[src/rtl/core/utf8_stream_decoder_fallback_core_assert.svh]
// ----------------------------------------------------------------------------
// utf8_stream_decoder_fallback_core_assert
// Assertion macros shared by the decoder modules.
// ----------------------------------------------------------------------------
`ifndef UTF8_STREAM_DECODER_FALLBACK_CORE_ASSERT_SVH
`define UTF8_STREAM_DECODER_FALLBACK_CORE_ASSERT_SVH

// property checked on every clock edge outside reset
`define UTF8D_ASSERT_RST(label, clk, rst, prop, msg) \
   label: assert property (@(posedge clk) disable iff (rst) prop) else $error(msg);

// property checked on every clock edge, reset included
`define UTF8D_ASSERT_ALWAYS(label, clk, prop, msg) \
   label: assert property (@(posedge clk) prop) else $error(msg);

`endif

[src/rtl/core/utf8d_pkg.sv]
// ----------------------------------------------------------------------------
// utf8d_pkg
// Types, constants and mapping functions of the UTF-8 stream decoder.
// ----------------------------------------------------------------------------
`timescale 1ns / 1ps

package utf8d_pkg;

   localparam int MAX_SEQ_LEN_DEF = 4;
   localparam int BYTE_W          = 8;
   localparam int CP_W            = 21;
   localparam int LEN_W           = 3;
   localparam int ONES_W          = 4;

   // controller states
   typedef enum logic [1:0] {
      ST_IDLE,
      ST_REPLAY,
      ST_FINAL
   } state_type;

   // source of the next result
   typedef enum logic [2:0] {
      SRC_FALLBACK_IN,
      SRC_PARTIAL,
      SRC_END,
      SRC_PENDING,
      SRC_FALLBACK_HOLD
   } out_src_type;

   // sequence state update
   typedef enum logic [2:0] {
      SEQ_HOLD,
      SEQ_START_IN,
      SEQ_START_HOLD,
      SEQ_APPEND,
      SEQ_CLEAR
   } seq_op_type;

   typedef struct packed {
      logic        out_load;
      out_src_type out_src;
      logic        out_last;
      seq_op_type  seq_op;
      logic        hold_load;
      logic        idx_inc;
   } dp_cmd_type;

   typedef struct packed {
      logic out_free;
      logic is_end;
      logic seq_pending;
      logic is_cont;
      logic cont_completes;
      logic in_lead_ok;
      logic hold_lead_ok;
      logic replay_last;
   } dp_status_type;

   // windows-1252 mapping, latin-1 for everything not defined
   function automatic logic [CP_W-1:0] w1252_map(input logic [BYTE_W-1:0] b);
      logic [CP_W-1:0] cp;
      unique case (b)
         8'h80:   cp = 21'h020AC;
         8'h82:   cp = 21'h0201A;
         8'h83:   cp = 21'h00192;
         8'h84:   cp = 21'h0201E;
         8'h85:   cp = 21'h02026;
         8'h86:   cp = 21'h02020;
         8'h87:   cp = 21'h02021;
         8'h88:   cp = 21'h002C6;
         8'h89:   cp = 21'h02030;
         8'h8A:   cp = 21'h00160;
         8'h8B:   cp = 21'h02039;
         8'h8C:   cp = 21'h00152;
         8'h8E:   cp = 21'h0017D;
         8'h91:   cp = 21'h02018;
         8'h92:   cp = 21'h02019;
         8'h93:   cp = 21'h0201C;
         8'h94:   cp = 21'h0201D;
         8'h95:   cp = 21'h02022;
         8'h96:   cp = 21'h02013;
         8'h97:   cp = 21'h02014;
         8'h98:   cp = 21'h002DC;
         8'h99:   cp = 21'h02122;
         8'h9A:   cp = 21'h00161;
         8'h9B:   cp = 21'h0203A;
         8'h9C:   cp = 21'h00153;
         8'h9E:   cp = 21'h0017E;
         8'h9F:   cp = 21'h00178;
         default: cp = CP_W'(b);
      endcase
      return cp;
   endfunction

   // number of leading one bits of a byte
   function automatic logic [ONES_W-1:0] lead_ones(input logic [BYTE_W-1:0] b);
      logic [ONES_W-1:0] n;
      logic              done;
      n    = '0;
      done = 1'b0;
      for (int i = BYTE_W - 1; i >= 0; i--) begin
         if (!done && b[i]) begin
            n = n + 1'b1;
         end else begin
            done = 1'b1;
         end
      end
      return n;
   endfunction

endpackage

[src/rtl/core/utf8d_intf.sv]
// ----------------------------------------------------------------------------
// utf8d_intf
// Valid/ready channels for the byte input and the code point output.
// ----------------------------------------------------------------------------
`timescale 1ns / 1ps

interface utf8d_req_intf;
   logic                            valid;
   logic                            ready;
   logic                            command;
   logic [utf8d_pkg::BYTE_W-1:0]    byte_value;

   modport source (output valid, output command, output byte_value, input ready);
   modport sink   (input valid, input command, input byte_value, output ready);
endinterface

interface utf8d_rsp_intf;
   logic                            valid;
   logic                            ready;
   logic [utf8d_pkg::CP_W-1:0]      code_point;
   logic                            end_marker;
   logic                            last_of_run;

   modport source (output valid, output code_point, output end_marker,
                   output last_of_run, input ready);
   modport sink   (input valid, input code_point, input end_marker,
                   input last_of_run, output ready);
endinterface

[src/rtl/core/utf8_stream_decoder_fallback_core.sv]
// ----------------------------------------------------------------------------
// utf8_stream_decoder_fallback_core
// UTF-8 byte stream decoder with Windows-1252 fallback for broken input.
// ----------------------------------------------------------------------------
//
//   channel   dir   handshake        payload
//   req_ch    in    valid / ready    command, byte_value
//   rsp_ch    out   valid / ready    code_point, end_marker, last_of_run
//
// A byte that causes no result or one result is handled in the cycle it is accepted.
// An end command or a broken sequence with k >= 1 buffered bytes gives k+1 results, or k
// when the breaking byte starts a new sequence; one result per cycle while the output has room.
// Input is taken only by the controller's idle state with room in that register.
// Synchronous active-high reset clears the sequence state and the output valid.
// A stalled output holds its result; replay waits for the register to drain.
`timescale 1ns / 1ps

module utf8_stream_decoder_fallback_core #(
   parameter int MAX_SEQ_LEN = utf8d_pkg::MAX_SEQ_LEN_DEF
) (
   input  logic         clock,
   input  logic         reset,
   utf8d_req_intf.sink  req_ch,
   utf8d_rsp_intf.source rsp_ch
);

   utf8d_pkg::dp_cmd_type    cmd;
   utf8d_pkg::dp_status_type status;

   // control
   utf8d_ctrl u_ctrl (
      .clock     (clock),
      .reset     (reset),
      .req_valid (req_ch.valid),
      .req_ready (req_ch.ready),
      .status    (status),
      .cmd       (cmd)
   );

   // datapath
   utf8d_dpath #(
      .MAX_SEQ_LEN (MAX_SEQ_LEN)
   ) u_dpath (
      .clock           (clock),
      .reset           (reset),
      .req_command     (req_ch.command),
      .req_byte        (req_ch.byte_value),
      .cmd             (cmd),
      .status          (status),
      .rsp_ready       (rsp_ch.ready),
      .rsp_valid       (rsp_ch.valid),
      .rsp_code_point  (rsp_ch.code_point),
      .rsp_end_marker  (rsp_ch.end_marker),
      .rsp_last_of_run (rsp_ch.last_of_run)
   );

endmodule

[src/rtl/core/utf8d_dpath.sv]
// ----------------------------------------------------------------------------
// utf8d_dpath
// Sequence buffer, code point accumulator and output register.
// ----------------------------------------------------------------------------
`timescale 1ns / 1ps

`include "utf8_stream_decoder_fallback_core_assert.svh"

module utf8d_dpath #(
   parameter int MAX_SEQ_LEN = utf8d_pkg::MAX_SEQ_LEN_DEF
) (
   input  logic                           clock,
   input  logic                           reset,
   input  logic                           req_command,
   input  logic [utf8d_pkg::BYTE_W-1:0]   req_byte,
   input  utf8d_pkg::dp_cmd_type          cmd,
   output utf8d_pkg::dp_status_type       status,
   input  logic                           rsp_ready,
   output logic                           rsp_valid,
   output logic [utf8d_pkg::CP_W-1:0]     rsp_code_point,
   output logic                           rsp_end_marker,
   output logic                           rsp_last_of_run
);

   localparam int PEND_DEPTH = MAX_SEQ_LEN - 1;
   localparam int IDX_W      = $clog2(PEND_DEPTH);
   localparam int BW         = utf8d_pkg::BYTE_W;
   localparam int CW         = utf8d_pkg::CP_W;
   localparam int LW         = utf8d_pkg::LEN_W;
   localparam int OW         = utf8d_pkg::ONES_W;
   localparam logic [OW-1:0] MAX_LEN    = OW'(MAX_SEQ_LEN);
   localparam logic [LW-1:0] PEND_LIMIT = LW'(PEND_DEPTH);

   logic [BW-1:0]    pend_ff [PEND_DEPTH];
   logic [LW-1:0]    need_ff, need_in;
   logic [LW-1:0]    rc_ff, rc_in;
   logic [CW-1:0]    partial_ff, partial_in;
   logic [BW-1:0]    hold_ff;
   logic [IDX_W-1:0] idx_ff, idx_in;
   logic             out_valid_ff, out_valid_in;
   logic [CW-1:0]    out_code_ff, out_code_in;
   logic             out_end_ff;
   logic             out_last_ff;

   logic             wr_en;
   logic [IDX_W-1:0] wr_addr;
   logic [BW-1:0]    wr_data;
   logic [OW-1:0]    in_ones, hold_ones;
   logic [CW-1:0]    appended;

   // byte classification
   assign in_ones   = utf8d_pkg::lead_ones(req_byte);
   assign hold_ones = utf8d_pkg::lead_ones(hold_ff);
   assign appended  = {partial_ff[CW-7:0], req_byte[5:0]};

   // status toward the controller
   always_comb begin
      status.out_free       = !out_valid_ff || rsp_ready;
      status.is_end         = req_command;
      status.seq_pending    = (need_ff != '0);
      status.is_cont        = (req_byte[7:6] == 2'b10);
      status.cont_completes = ({1'b0, rc_ff} + 4'd1) >= {1'b0, need_ff};
      status.in_lead_ok     = (in_ones >= OW'(2)) && (in_ones <= MAX_LEN);
      status.hold_lead_ok   = (hold_ones >= OW'(2)) && (hold_ones <= MAX_LEN);
      status.replay_last    = (LW'(idx_ff) == (rc_ff - 3'd1));
   end

   // sequence state update
   always_comb begin
      need_in    = need_ff;
      rc_in      = rc_ff;
      partial_in = partial_ff;
      wr_en      = 1'b0;
      wr_addr    = '0;
      wr_data    = req_byte;
      unique case (cmd.seq_op)
         utf8d_pkg::SEQ_HOLD: begin
         end
         utf8d_pkg::SEQ_START_IN: begin
            need_in    = in_ones[LW-1:0];
            rc_in      = 3'd1;
            partial_in = CW'(req_byte & (8'hFF >> in_ones));
            wr_en      = 1'b1;
         end
         utf8d_pkg::SEQ_START_HOLD: begin
            need_in    = hold_ones[LW-1:0];
            rc_in      = 3'd1;
            partial_in = CW'(hold_ff & (8'hFF >> hold_ones));
            wr_en      = 1'b1;
            wr_data    = hold_ff;
         end
         utf8d_pkg::SEQ_APPEND: begin
            partial_in = appended;
            rc_in      = rc_ff + 3'd1;
            wr_en      = (rc_ff < PEND_LIMIT);
            wr_addr    = rc_ff[IDX_W-1:0];
         end
         utf8d_pkg::SEQ_CLEAR: begin
            need_in    = '0;
            rc_in      = '0;
            partial_in = '0;
         end
         default: begin
         end
      endcase
   end

   // replay index
   always_comb begin
      idx_in = idx_ff;
      if (cmd.hold_load) begin
         idx_in = '0;
      end else if (cmd.idx_inc && !status.replay_last) begin
         idx_in = idx_ff + 1'b1;
      end
   end

   // result selection
   always_comb begin
      unique case (cmd.out_src)
         utf8d_pkg::SRC_FALLBACK_IN:   out_code_in = utf8d_pkg::w1252_map(req_byte);
         utf8d_pkg::SRC_PARTIAL:       out_code_in = appended;
         utf8d_pkg::SRC_END:           out_code_in = '0;
         utf8d_pkg::SRC_PENDING:       out_code_in = utf8d_pkg::w1252_map(pend_ff[idx_ff]);
         utf8d_pkg::SRC_FALLBACK_HOLD: out_code_in = utf8d_pkg::w1252_map(hold_ff);
         default:                      out_code_in = '0;
      endcase
   end

   // output register occupancy
   always_comb begin
      out_valid_in = out_valid_ff;
      if (cmd.out_load) begin
         out_valid_in = 1'b1;
      end else if (rsp_ready) begin
         out_valid_in = 1'b0;
      end
   end

   // control registers
   always_ff @(posedge clock) begin
      if (reset) begin
         need_ff      <= '0;
         rc_ff        <= '0;
         partial_ff   <= '0;
         idx_ff       <= '0;
         out_valid_ff <= 1'b0;
      end else begin
         need_ff      <= need_in;
         rc_ff        <= rc_in;
         partial_ff   <= partial_in;
         idx_ff       <= idx_in;
         out_valid_ff <= out_valid_in;
      end
   end

   // payload registers
   always_ff @(posedge clock) begin
      if (wr_en) begin
         pend_ff[wr_addr] <= wr_data;
      end
      if (cmd.hold_load) begin
         hold_ff <= req_byte;
      end
      if (cmd.out_load) begin
         out_code_ff <= out_code_in;
         out_end_ff  <= (cmd.out_src == utf8d_pkg::SRC_END);
         out_last_ff <= cmd.out_last;
      end
   end

   assign rsp_valid       = out_valid_ff;
   assign rsp_code_point  = out_code_ff;
   assign rsp_end_marker  = out_end_ff;
   assign rsp_last_of_run = out_last_ff;

   // checks
   `UTF8D_ASSERT_RST(a_count_below_len, clock, reset,
      (need_ff == '0 || rc_ff < need_ff), "buffered count reached sequence length")
   `UTF8D_ASSERT_RST(a_count_matches_len, clock, reset,
      ((need_ff == '0) == (rc_ff == '0)), "buffered count and length disagree")
   `UTF8D_ASSERT_RST(a_end_is_last, clock, reset,
      (out_valid_ff && out_end_ff |-> out_last_ff && out_code_ff == '0),
      "end marker not last or not zero")

endmodule

[src/rtl/core/utf8d_ctrl.sv]
// ----------------------------------------------------------------------------
// utf8d_ctrl
// Controller: classifies each transaction and sequences fallback replay.
// ----------------------------------------------------------------------------
`timescale 1ns / 1ps

`include "utf8_stream_decoder_fallback_core_assert.svh"

module utf8d_ctrl (
   input  logic                       clock,
   input  logic                       reset,
   input  logic                       req_valid,
   output logic                       req_ready,
   input  utf8d_pkg::dp_status_type   status,
   output utf8d_pkg::dp_cmd_type      cmd
);

   utf8d_pkg::state_type state_ff, state_in;
   logic                 end_kind_ff, end_kind_in;
   logic                 take;

   assign req_ready = (state_ff == utf8d_pkg::ST_IDLE) && status.out_free;
   assign take      = req_valid && req_ready;

   // next state
   always_comb begin
      state_in    = state_ff;
      end_kind_in = end_kind_ff;
      unique case (state_ff)
         utf8d_pkg::ST_IDLE: begin
            if (take && status.seq_pending &&
                (status.is_end || !status.is_cont)) begin
               state_in    = utf8d_pkg::ST_REPLAY;
               end_kind_in = status.is_end;
            end
         end
         utf8d_pkg::ST_REPLAY: begin
            if (status.out_free && status.replay_last) begin
               if (!end_kind_ff && status.hold_lead_ok) begin
                  state_in = utf8d_pkg::ST_IDLE;
               end else begin
                  state_in = utf8d_pkg::ST_FINAL;
               end
            end
         end
         utf8d_pkg::ST_FINAL: begin
            if (status.out_free) begin
               state_in = utf8d_pkg::ST_IDLE;
            end
         end
         default: state_in = utf8d_pkg::ST_IDLE;
      endcase
   end

   // datapath commands
   always_comb begin
      cmd.out_load  = 1'b0;
      cmd.out_src   = utf8d_pkg::SRC_FALLBACK_IN;
      cmd.out_last  = 1'b0;
      cmd.seq_op    = utf8d_pkg::SEQ_HOLD;
      cmd.hold_load = 1'b0;
      cmd.idx_inc   = 1'b0;
      unique case (state_ff)
         utf8d_pkg::ST_IDLE: begin
            if (take) begin
               priority if (status.is_end && !status.seq_pending) begin
                  cmd.out_load = 1'b1;
                  cmd.out_src  = utf8d_pkg::SRC_END;
                  cmd.out_last = 1'b1;
                  cmd.seq_op   = utf8d_pkg::SEQ_CLEAR;
               end else if (status.is_end) begin
                  cmd.hold_load = 1'b1;
               end else if (!status.seq_pending) begin
                  if (status.in_lead_ok) begin
                     cmd.seq_op = utf8d_pkg::SEQ_START_IN;
                  end else begin
                     cmd.out_load = 1'b1;
                     cmd.out_src  = utf8d_pkg::SRC_FALLBACK_IN;
                     cmd.out_last = 1'b1;
                  end
               end else if (status.is_cont) begin
                  if (status.cont_completes) begin
                     cmd.out_load = 1'b1;
                     cmd.out_src  = utf8d_pkg::SRC_PARTIAL;
                     cmd.out_last = 1'b1;
                     cmd.seq_op   = utf8d_pkg::SEQ_CLEAR;
                  end else begin
                     cmd.seq_op = utf8d_pkg::SEQ_APPEND;
                  end
               end else begin
                  // broken sequence, replay the buffer first
                  cmd.hold_load = 1'b1;
               end
            end
         end
         utf8d_pkg::ST_REPLAY: begin
            if (status.out_free) begin
               cmd.out_load = 1'b1;
               cmd.out_src  = utf8d_pkg::SRC_PENDING;
               cmd.idx_inc  = 1'b1;
               if (status.replay_last) begin
                  // a breaking lead byte starts the next sequence silently
                  if (!end_kind_ff && status.hold_lead_ok) begin
                     cmd.out_last = 1'b1;
                     cmd.seq_op   = utf8d_pkg::SEQ_START_HOLD;
                  end else begin
                     cmd.seq_op = utf8d_pkg::SEQ_CLEAR;
                  end
               end
            end
         end
         utf8d_pkg::ST_FINAL: begin
            if (status.out_free) begin
               cmd.out_load = 1'b1;
               cmd.out_last = 1'b1;
               cmd.out_src  = end_kind_ff ? utf8d_pkg::SRC_END
                                          : utf8d_pkg::SRC_FALLBACK_HOLD;
            end
         end
         default: begin
         end
      endcase
   end

   // state registers
   always_ff @(posedge clock) begin
      if (reset) begin
         state_ff    <= utf8d_pkg::ST_IDLE;
         end_kind_ff <= 1'b0;
      end else begin
         state_ff    <= state_in;
         end_kind_ff <= end_kind_in;
      end
   end

   // checks
   `UTF8D_ASSERT_RST(a_load_needs_room, clock, reset,
      (cmd.out_load |-> status.out_free), "result loaded into a full output register")
   `UTF8D_ASSERT_RST(a_replay_has_bytes, clock, reset,
      (state_ff == utf8d_pkg::ST_REPLAY |-> status.seq_pending),
      "replay with an empty buffer")
   `UTF8D_ASSERT_RST(a_final_cleared, clock, reset,
      (state_ff == utf8d_pkg::ST_FINAL |-> !status.seq_pending),
      "sequence still pending in final step")

endmodule
[src/flat_wrapper.sv]
// flat-port wrapper written by rule: the top's interface ports become plain ports
module utf8_stream_decoder_fallback_core_flat 
#(
   parameter int MAX_SEQ_LEN = utf8d_pkg::MAX_SEQ_LEN_DEF
)
  (clock, reset, req_ch_valid, req_ch_command, req_ch_byte_value, req_ch_ready, rsp_ch_valid, rsp_ch_code_point, rsp_ch_end_marker, rsp_ch_last_of_run, rsp_ch_ready);
  utf8d_req_intf req_ch_i ();
  utf8d_rsp_intf rsp_ch_i ();
  input  logic clock;
  input  logic reset;
  input wire logic [$bits(req_ch_i.valid)-1:0] req_ch_valid;
  input wire logic [$bits(req_ch_i.command)-1:0] req_ch_command;
  input wire logic [$bits(req_ch_i.byte_value)-1:0] req_ch_byte_value;
  output wire logic [$bits(req_ch_i.ready)-1:0] req_ch_ready;
  output wire logic [$bits(rsp_ch_i.valid)-1:0] rsp_ch_valid;
  output wire logic [$bits(rsp_ch_i.code_point)-1:0] rsp_ch_code_point;
  output wire logic [$bits(rsp_ch_i.end_marker)-1:0] rsp_ch_end_marker;
  output wire logic [$bits(rsp_ch_i.last_of_run)-1:0] rsp_ch_last_of_run;
  input wire logic [$bits(rsp_ch_i.ready)-1:0] rsp_ch_ready;
  assign req_ch_i.valid = req_ch_valid;
  assign req_ch_i.command = req_ch_command;
  assign req_ch_i.byte_value = req_ch_byte_value;
  assign req_ch_ready = req_ch_i.ready;
  assign rsp_ch_valid = rsp_ch_i.valid;
  assign rsp_ch_code_point = rsp_ch_i.code_point;
  assign rsp_ch_end_marker = rsp_ch_i.end_marker;
  assign rsp_ch_last_of_run = rsp_ch_i.last_of_run;
  assign rsp_ch_i.ready = rsp_ch_ready;
  utf8_stream_decoder_fallback_core #(.MAX_SEQ_LEN(MAX_SEQ_LEN)) u_core (.clock(clock), .reset(reset), .req_ch(req_ch_i), .rsp_ch(rsp_ch_i));
endmodule
[config.mk]
export PLATFORM = sky130hd
export DESIGN_NAME = utf8_stream_decoder_fallback_core_flat
export DESIGN_NICKNAME = d
export VERILOG_FILES = /design/src/rtl/core/utf8d_pkg.sv /design/src/rtl/core/utf8d_intf.sv /design/src/rtl/core/utf8_stream_decoder_fallback_core.sv /design/src/rtl/core/utf8d_dpath.sv /design/src/rtl/core/utf8d_ctrl.sv /design/src/flat_wrapper.sv
export VERILOG_INCLUDE_DIRS = /design/src /design/src/rtl/core
export SDC_FILE = /design/constraint.sdc
export NUM_CORES = 1
export LEC_CHECK = 0
export ABC_AREA = 1
export BUFFER_PORTS_ARGS = -buffer_cell sky130_fd_sc_hd__buf_4
export CORE_MARGIN = 2
export CORE_UTILIZATION = 45
export CTS_BUF_LIST = sky130_fd_sc_hd__clkbuf_4 sky130_fd_sc_hd__clkbuf_8
export DETAILED_ROUTE_END_ITERATION = 16
export MAX_ROUTING_LAYER = met4
export PLACE_DENSITY = 0.66
export SLEW_MARGIN = 20
export SYNTH_ARGS = -nofsm -noshare
export SYNTH_HDL_FRONTEND = slang
export SYNTH_HIERARCHICAL = 1
export SYNTH_SLANG_ARGS = --single-unit
[constraint.sdc]
create_clock -name clock -period 5.7 [get_ports clock]
set_input_delay 0.285 -clock clock [delete_from_list [all_inputs] [get_ports clock]]
set_output_delay 0.285 -clock clock [all_outputs]
set_load 0.01 [all_outputs]
Word-level counts from Yosys, hierarchy flattened
Memory sizes are Yosys's and may differ from the RTL's. A register that Yosys moved wholly into a read port is not among the register bits. Cells that the tools add are included.

Register bits: 58. Latch bits: 0. RAM bits: 24. Memory bits (read-only): 0. Bits of input ports: 13. Word-level logic and storage cells: 265. Memories: 1.

Add/subtract/negate cells: 18. Multipliers: 0. Div/mod/pow operators: 0. Magnitude comparators: 6. Equality and inequality tests: 96. Shifts and indexed selects: 2. Multiplexer cells: 75. Bitwise logic cells: 2. Reduce and logical (&&, ||, !) cells: 54.

Memories: u_core.u_dpath.pend_ff (depth 3, width 8, read ports 1, clocked after Yosys merged registers in 1, write ports 1, RTL line utf8d_dpath.sv:34) `logic [BW-1:0] pend_ff [PEND_DEPTH];`.

Operator list (number): one-hot mux 14 bit (27 select lines) (3); == test 8 bit (second input constant) (81); one-hot mux 21 bit (4 select lines) (1); two-way mux 4 bit (15); one-hot mux 15 bit (4 select lines) (1); adder 4 x 1 -> 4 bit (second input constant) (14); two-way mux 8 bit (6); AND 8 x 15 -> 15 bit (2); >> shifter 8 x 4 -> 15 bit (first input constant) (2); two-way mux 1 bit (29); logical AND 1 bit (24); one-hot mux 3 bit (3 select lines) (2); zero test 1 bit (17); two-way mux 5 bit (3); one-hot mux 5 bit (3 select lines) (1); two-way mux 2 bit (7); == test 3 x 2 -> 1 bit (second input constant) (4); two-way mux 3 bit (3); two-way mux 9 bit (1); nonzero test 3 bit (3); greater-or-equal comparator 4 x 2 -> 1 bit (second input constant) (2); <= comparator 4 x 3 -> 1 bit (second input constant) (2); == test 3 x 1 -> 1 bit (second input constant) (2); == test 3 bit (second input constant) (2); 22 further kinds (26).

Logic depth before layout (Yosys ltp)
Depth in word-level cells: 33. Mapped depth: 36. Gate-level depth less buffers: 36.

Cells and area by module
Netlist, hierarchy kept.

Modules (own cells, without submodules): utf8d_dpath (times used 1, cells an instance 1031, area each 6658.9 um^2); utf8d_ctrl (times used 1, cells an instance 58, area each 326.6 um^2).

Worst setup path before layout
OpenSTA, ideal clock, no wires.

Path kind: input port to flip-flop. Start point: input port req_ch_byte_value[6]. End point: memory u_core/u_dpath/pend_ff[0][0] in the netlist's numbering (enable). Arrival time: 3.991 ns. Data required time: 5.314 ns. Slack: 1.323 ns. Stages: 27. Path buffers: 0. Cell sequence: inv_1 > nand2_1 > nand2_1 > ha_1 > inv_1 > nor2_1 > nand2_1 > nand2_1 > ha_1 > inv_1 > nand2_1 > nor2_1 > inv_1 > nand2_1 > nor2_2 > ha_1 > nand2_1 > xor2_1 > nand3_1 > nand2_1 > a21oi_1 > nor2_1 > nor4_1 > nand2_1 > nor2_1 > a21oi_1 > a211oi_1.

RTL lines: start, declared (RTL line flat_wrapper.sv:13) `input wire logic [$bits(req_ch_i.byte_value)-1:0] req_ch_byte_value;`; end, declared (RTL line utf8d_dpath.sv:34).

==> results.yml <==
detailed_routing:
  wire_per_inst_um: 15.5
  ant_nets: 0
  wirelength_um: 20300
  viasPerCell: 5.50
  dr.pass1.iters: 5
  drc_errors: 0
  route.vias.total: 7219
  drt_iter0_markers: 938
clock_network:
  cts.sinks: 84
  cts_root_buffer: "clkbuf_8"
  clock_latency_ns: 0.37
  clock_path_buffers: 2
  cts_hold_buffers: 0
  cts_tree: "done"
  cts.clk_slew.worst_paths_ns: 0.10
  cts_resized: 0
  postCtsSetupBuffers: 0
  numCtsBuffers: 9
  h-tree-depth: 3
yosys:
  yosysSeqAreaShare_pct: 32.0
  async_flop_share_pct: 0
  ys_warn_count: 6
  synth_fa_ha_area_share_pct: 2.33
  synth-seq-cells: 84
  ys.flop_type: "edfxtp_1"
  synth_top_family_by_area: "simple AND/OR/NAND/NOR gates"
  synthCells: 1089
  synthesis.nets: 1115
  synth_compound_area_share_pct: 8.90
  synthMuxAreaShare_pct: 0
  synth_xor_area_share_pct: 0.985
  netlist_area_um2: 6990
  synth_edf_count: 55
  yosys.area.top_type: "edfxtp_1"
  avgSynthCellArea_um2: 6.41
  synth-simple-area-share_pct: 46.3
  synth_top_area_share_pct: 23.6
  ys_types: 50
  synth.area.top_cells: "edfxtp_1 (24%), nand2_1 (17%), nor2_1 (8.5%)"
floorplan:
  io_pins: 38
  dieArea_um2: 16500
  chipHeight_um: 129
  core_um2: 15200
  rows: 45
  fp.dieW_um: 129
  start_util_pct: 46.0
sta:
  finClkSkew_ns: 0.0182
  rsz0062_at_grt: "false"
  hold_violations: 0
  period_share_pct: 84.6
  max_slew.worst_pin.slew_ns: 0.852
  finalSetupViolCount: 0
  final.min_clock_period_ns: 4.82
  slew_headroom_pct: 42.7
  finalMaxSlewViolations: 0
  fin_tns_setup_ns: 0
  max_freq_ghz: 0.207
status:
  outcome: "complete, no violations"
setup_path:
  critPathCaptureType: "flop"
  crit_top_cell: "inv_1"
  crit_fanout: 15
  worstSetupStartpointType: "flop"
  crit_type: "flop to flop"
  cp_data_required_time_ns: 5.96
  crit_family: "simple AND/OR/NAND/NOR gates"
  max_stage_delay_ns: 0.45
  crit_buf_inv: 12
  cp.arrival_ns: 5.09
  cpMaxStageDelayCell: "edfxtp_1"
min_path:
  hold_path_class: "primary input to flop"
power_and_ir_drop:
  powerDensity_nw_per_um2: 364
  ir_worst_vdd_v: 0.000166
  p_leak_nw: 3.72
global_route:
  grt_pass1_vias: 6466
  overflow: 0
  grt_max_degree: 25
  grt_use_total_pct: 25.5
  antenna_found_initial: 0
  grt_pass1_wl_um: 32500
finish:
  area_delta_synth_final_pct: 9.17
  final_common_cell: "nand2_1"
  antenna_cells: 0
  final_cell_mix: "nand2_1 (308), nor2_1 (158), inv_1 (129), nand3_1 (110), edfxtp_1 (55)"
  num-nets-final: 1146
  stdcell_count: 1313
  drive_gt1_share_pct: 11.8
placement:
  numPortBuffers: 37
  hpwl_um: 15900
  dp_cells: 1297
  gp_congestion: 1.02
run:
  cap_violations: 0
-- sequential cells by signal, indices dropped and copies added, names as in the netlist, 2 cells and up, named ones only --
signal,flops
u_core/u_dpath/need_ff,3
u_core/u_dpath/rsp_code_point,21
u_core/u_dpath/rc_ff,3
u_core/u_dpath/pend_ff,24
u_core/u_dpath/partial_ff,15
u_core/u_dpath/idx_ff,2
u_core/u_ctrl/state_ff,2
u_core/u_dpath/hold_ff,8
-- area by class of cell --
type,count,area [um2]
Clock buffer,9,124
Clock inverter,7,76.3
Fill cell,1549,7580
Inverter,141,529
Multi-Input combinational cell,839,4090
Sequential cell,84,2230
Tap cell,188,235
Timing Repair Buffer,45,338
-- synth_stat cells (7+ instances only) --
master and count:
nor2_4 7, o21bai_1 7, nand2_1 308, ha_1 13
nand4_1 34, nand3_2 7, nand2_2 16, nand3b_1 10
nand3_1 110, nor3_1 17, clkbuf_1 8, inv_2 11
o21ai_0 41, inv_1 129, a21oi_1 33, nor2_1 158
edfxtp_1 55, nor2_2 16, dfxtp_1 29, buf_2 11
-- worst paths after layout --
| kind | endpoint | slack (ns) | startpoint | depth (start not counted) |
|---|---|---|---|---|
| min reg2reg | u_core/u_dpath/partial_ff[9]$_SDFFE_PP0P_ | 0.47 | u_core/u_dpath/partial_ff[9]$_SDFFE_PP0P_ | 2 |
| min | u_core/u_dpath/hold_ff[6]$_DFFE_PP_ | 0.14 | req_ch_byte_value[6] | 1 |
| max reg2reg | u_core/u_dpath/partial_ff[6]$_SDFFE_PP0P_ | 0.88 | u_core/u_dpath/hold_ff[5]$_DFFE_PP_ | 33 |
| max | u_core/u_dpath/partial_ff[6]$_SDFFE_PP0P_ | 0.88 | u_core/u_dpath/hold_ff[5]$_DFFE_PP_ | 33 |
-- kinds of logic after synthesis --
logic type | count (synthesis)
and+or+nand+nor | 710
buffers and inverters | 166
xor gates and xnor gates | 7
DFF | 84
AOI/OAI and AO/OA | 109
adders and majority gates | 13
-- report_power, final --
part	switching, W	total [W]	internal (W)
Combinational	0.000926	0.00137	0.000444
Sequential	0.000113	0.000976	0.000862
Clock	0.000256	0.000429	0.000173
-- per-layer routing --
layer	track usage [%]	part of all wire, %	vias up
met3	3.45	6.7	42
met1	34.4	45	3234
met2	40.9	46	318
li1	-	-	3625
met5	-	0	-
met4	5.75	2.1	0
-- through the flow --
| stage | total power (W) | hold slack (ns) | utilization, % | area [um2] | setup slack, ns |
|---|---|---|---|---|---|
| after global routing | 0.00299 | 0.130 | 50.2 | 7630 | 0.300 |
| after CTS | 0.00278 | 0.121 | 50.1 | 7620 | 0.535 |
| final | 0.00277 | 0.144 | 50.2 | 7630 | 0.878 |
| after detailed placement | 0.00235 | 0.454 | 48.8 | 7420 | 0.505 |
| after global placement | 0.00234 | 0.454 | 48.8 | 7420 | 0.796 |
| after floorplan | 0.00190 | 0.354 | - | 6990 | 1.32 |
Power figures use the tool's default switching activity.
